File: src/design/spatial_hash_cell_key_defines.svh
// Assertion macros shared by the spatial hash cell key RTL.
// Depends on nothing; users must have clk and rst_n in scope.
`ifndef SPATIAL_HASH_CELL_KEY_DEFINES_SVH
`define SPATIAL_HASH_CELL_KEY_DEFINES_SVH

// Implication checked in the same cycle.
`define SHCK_ASSERT_SAME(lbl, cond, expr, msg) \
  lbl: assert property (@(posedge clk) disable iff (!rst_n) (cond) |-> (expr)) else $error(msg);

// Implication checked in the next cycle.
`define SHCK_ASSERT_NEXT(lbl, cond, expr, msg) \
  lbl: assert property (@(posedge clk) disable iff (!rst_n) (cond) |=> (expr)) else $error(msg);

`endif

File: src/design/shck_pkg.sv
// Package for the spatial hash cell key: constants, register codes and latencies.
// Depends on nothing.
`default_nettype none
package shck_pkg;
  // Configuration register indexes.
  localparam logic [1:0] REG_CELL_SIZE  = 2'd0;
  localparam logic [1:0] REG_TABLE_SIZE = 2'd1;

  localparam int unsigned MAX_TABLE = 65536;
  localparam int unsigned TS_W      = 17;
  localparam logic [30:0] CELL_SIZE_RST  = 31'd65536;
  localparam logic [16:0] TABLE_SIZE_RST = 17'd65536;

  // Grid block split and block multipliers.
  localparam logic [31:0] BLOCK_HALF = 32'd25;
  localparam logic [31:0] BLOCK_EDGE = 32'd50;
  localparam logic [31:0] MUL_X      = 32'd15823;
  localparam logic [31:0] MUL_Y      = 32'd9737333;
  localparam logic [31:0] MUL_Z      = 32'd440817757;
  // floor(2^36 / 50): reciprocal of the block edge, error below one.
  localparam logic [63:0] RECIP_50   = 64'd1374389534;

  // Pipeline depths.
  localparam int unsigned DIV_STEPS = 32;
  localparam int unsigned DIV_LAT   = DIV_STEPS + 2;
  localparam int unsigned HASH_LAT  = 6;
  localparam int unsigned MOD_STEPS = 32;
  localparam int unsigned LAT       = DIV_LAT + HASH_LAT + MOD_STEPS;
endpackage
`default_nettype wire

File: src/design/shck_cdiv.sv
// Pipelined signed divider: one Q16.16 coordinate by the cell size, truncating.
// Depends on shck_pkg.
`default_nettype none
module shck_cdiv (
  input  wire logic        clk,
  input  wire logic        en,
  input  wire logic [30:0] divisor,
  input  wire logic [31:0] pos,
  output logic      [31:0] coord
);
  logic [31:0] n_r   [0:shck_pkg::DIV_STEPS];
  logic [30:0] r_r   [1:shck_pkg::DIV_STEPS];
  logic        sgn_r [0:shck_pkg::DIV_STEPS];
  logic [31:0] coord_r;

  logic [31:0] t_w   [1:shck_pkg::DIV_STEPS];
  logic        ge_w  [1:shck_pkg::DIV_STEPS];
  logic [31:0] dif_w [1:shck_pkg::DIV_STEPS];
  logic [31:0] d_w;

  // A zero cell size counts as the smallest step.
  assign d_w = (divisor == 31'd0) ? 32'd1 : {1'b0, divisor};

  // One restoring step per stage: shift in a dividend bit, subtract if it fits.
  always_comb begin
    for (int i = 1; i <= shck_pkg::DIV_STEPS; i++) begin
      if (i == 1) t_w[i] = {31'd0, n_r[0][31]};
      else        t_w[i] = {r_r[i-1], n_r[i-1][31]};
      ge_w[i]  = (t_w[i] >= d_w);
      dif_w[i] = t_w[i] - d_w;
    end
  end

  // Magnitude stage, step stages and sign restoring stage.
  always_ff @(posedge clk) begin
    if (en) begin
      sgn_r[0] <= pos[31];
      n_r[0]   <= pos[31] ? (32'd0 - pos) : pos;
      for (int i = 1; i <= shck_pkg::DIV_STEPS; i++) begin
        sgn_r[i] <= sgn_r[i-1];
        r_r[i]   <= ge_w[i] ? dif_w[i][30:0] : t_w[i][30:0];
        n_r[i]   <= {n_r[i-1][30:0], ge_w[i]};
      end
      coord_r <= sgn_r[shck_pkg::DIV_STEPS] ? (32'd0 - n_r[shck_pkg::DIV_STEPS])
                                            : n_r[shck_pkg::DIV_STEPS];
    end
  end

  assign coord = coord_r;
endmodule
`default_nettype wire

File: config.mk
export PLATFORM = sky130hd
export DESIGN_NAME = shck_cdiv
export DESIGN_NICKNAME = d
export VERILOG_FILES = /design/src/design/spatial_hash_cell_key_defines.svh /design/src/design/shck_pkg.sv /design/src/design/shck_cdiv.sv
export SDC_FILE = /design/constraint.sdc
export NUM_CORES = 2
export LEC_CHECK = 0
export BUFFER_PORTS_ARGS = -buffer_cell sky130_fd_sc_hd__buf_2
export CORE_MARGIN = 2
export CORE_UTILIZATION = 56
export CTS_CLUSTER_DIAMETER = 30
export DETAILED_ROUTE_END_ITERATION = 7
export GPL_TIMING_DRIVEN = 0
export HOLD_SLACK_MARGIN = 0.03
export PLACE_DENSITY = 0.72
export REMOVE_ABC_BUFFERS = 1
export SYNTH_ARGS = -nofsm -noshare
export SYNTH_HDL_FRONTEND = slang
export SYNTH_SLANG_ARGS = --single-unit
File: constraint.sdc
create_clock -name clk -period 16.3 [get_ports clk]
set_input_delay 3.26 -clock clk [delete_from_list [all_inputs] [get_ports clk]]
set_output_delay 3.26 -clock clk [all_outputs]
set_load 0.02 [all_outputs]
==> metrics.txt <==
dpl hpwl 206000 microns; worst path cell trace buf_2 > nor4_1 > nand4_1 > nor2_1 > buf_4 > nand3_1 > nor2_1 > or2_4 > buf_16 > ha_1 > fa_1 > nor2b_1 > o21a_1 > o21ai_0 > a211oi_1 > o21a_1 > a21oi_1 > o21ai_0 > a2111oi_4 > buf_6 > nor2b_1 > a221oi_1; final setup TNS 0 ns; Die Y 468 microns; gr ovfl total 0; PortBufs 96; critical path's top delay family compound AO/OA/AOI/OAI gates; RR Endpoint r_r[0][333]; clk sinks ~2100; Hold Buf Count CTS 0; most used cells in the layout excluding fill and tap cells 2082 x edfxtp_1, 1032 x a21oi_1, 965 x ha_1, 842 x nand2_1, 749 x o21ai_0; TritonCTS clock tree yes; status finished clean; hold wc startpoint n_r[2][15]; H-tree depth 5; critical path class in2reg; final core occ 65.1%; CP Depth 22; Final min period 9.42 ns; GPL Wtd Cong between 0.9 and 1; Worst-Margin Slew 1.23 ns; Ports 97; DR vias/cell 6.06; max cap viols 0; CTS root buf clkbuf_16; Post-synth ARST share 0%; Crit. End Element flip-flop; largest net degree at the start of global routing 197; Seq/Total Area, Yosys 51.9%; Core Region 214000 sq um; syn avg cell area 11.3 sq um; share of cells above drive strength 1 around 11%; critical path data required time between 15 and 20 ns; Die ar. roughly 220000 sq um; clk slew on worst S/H paths 0.06 ns; DRC violation total after the first TritonRoute iteration 7222; Final ANT Viol Nets 0; vias post-DR about 86000; Worst path slowest cell a221oi_1; max incr delay on CP 0.91 ns; Fin. Hold Viols 0; CTS max path bufs 4; worst path buffer plus inverter count 4; most common cell after layout, fill and taps aside edfxtp_1; vias in the first global route 83337; Fin Clk Skew a little over 0.09 ns; DRC violations left 0; clk_lat worst skew roughly 0.99 ns; P&R area growth vs syn 15.7%; fillers 15844; worst r2r path cells 14; Hold/Removal Path Class reg2reg; Nets roughly 12000; drt wl/cell roughly 21 microns; Total Routing Usage GR 26.8%; endpoints failing setup 0; mapped cell area between 100000 and 150000 sq um; worst vdd ir 142 uV; WL final 299000 microns; Synthesis Warnings 0; Most used DFF post-synth edfxtp_1; Initial Util 56.2%; crit-path max FO 31; std cell rows 170; internal reg-to-reg setup slack 11.16 ns; Die X-Extent 468 microns; CP endpoint r_r[0][333]; P_leak 54.7 nW; Initial DRT Pass Iterations 6; final period utilization around 58%; #FFs+latches synth 2082; CP Launch Type input pin; Post-synth EDFFs 2082; unrepaired setup endpoints after global routing false; Synth cell types 92; post-synthesis instance total around 11000; CTS resizes 0; Post-CTS Setup Inserts 0; RR Startpoint n_r[9][31]; power per cell area 221 nW/um^2; Max Freq 106 MHz; dpl ws between 5 and 6 ns; Slew Viols, Final 0; first-pass GRT wire length 460000 microns; initial antenna violation count 9; CP startpoint divisor[2]; worst endpoint data arrival time ~10 ns; max_slew headroom 15.7%; clock buffer count from CTS between 400 and 500; worst setup margin 6.88 ns
-- cells in the mapped netlist (30+ instances only) --
cell	instances	share of area, %
or2_2	32	0.17
nor2b_1	138	0.72
nand3_1	153	0.64
nand2b_1	149	0.77
nand2_1	842	2.6
nand4_1	141	0.73
or3_1	52	0.27
xnor2_1	493	3.6
a31oi_1	114	0.59
nor3_1	147	0.61
a21boi_0	38	0.24
edfxtp_1	2082	52
inv_1	335	1.0
mux2_2	253	2.4
a21o_1	452	2.8
o21a_1	150	0.93
clkbuf_1	227	0.71
and2_1	37	0.19
nor4_1	53	0.28
fa_1	30	0.50
a21oi_1	1033	4.3
nor2_1	738	2.3
o211ai_1	52	0.32
o31ai_1	99	0.62
ha_1	965	10
a211oi_1	92	0.57
o21ai_0	749	3.1
and3_1	77	0.40
xor2_1	344	2.5
o21bai_1	96	0.60
-- how the worst min path moves through the flow --
stage / end / cells after the start
floorplan: n_r[10][10] / 0
global placement: n_r[29][28] / 0
detailed placement: n_r[10][17] / 0
CTS: n_r[3][16] / 0
global route: n_r[3][16] / 0
finish: n_r[3][16] / 0
-- area by class of cell --
cell class / count / area, sq um / share of cell area, %
flip-flops and latches: 2082 / 62500 / 44.9
multi-input cells: 7983 / 55900 / 40.1
clock buffers: 451 / 10600 / 7.59
well taps: 2838 / 3550 / 2.55
clock inverters: 292 / 3280 / 2.35
repair buffers: 181 / 2190 / 1.57
inverters: 339 / 1340 / 0.960
diodes: 15 / 37.5 / 0.0269
-- stage by stage --
stage	power, mW	hold slack (ns)	cells	area [sq um]
floorplan	18.7	0.400	10404	119000
global placement	22.2	0.400	13338	123000
detailed placement	22.2	0.405	13422	125000
CTS	30.8	0.368	14165	139000
global route	32.7	0.360	14179	139000
finish	30.8	0.366	14181	139000
-- flip-flops by register name (all words and copies together) (netlist names) --
register and cells:
coord 32, n_r 1056, r_r 961, sgn_r 33
-- layer usage --
metal | GRT usage [%] | routed length [microns] | vias to the layer above
li1 | - | - | 41315
met1 | 35.5 | 128000 | 41028
met2 | 43.2 | 138000 | 2873
met3 | 4.00 | 17900 | 713
met4 | 13.0 | 15000 | 0
met5 | 0 | 0 | -
-- report_power, final --
part | total [mW] | internal (mW) | switching, mW
clock | 8.32 | 5.50 | 2.82
sequential | 9.14 | 8.20 | 0.941
combinational | 13.4 | 5.67 | 7.68
-- kinds of logic after synthesis --
family	Yosys count	share of synthesized area [%]
compound gates	3195	16.5
xor+xnor	837	6.09
fa+ha+maj	995	10.5
buf+inv	602	1.89
flops	2082	51.9
mux	269	2.50
simple gates	2687	10.6
Note: power is estimated with default switching activity, not from simulation.
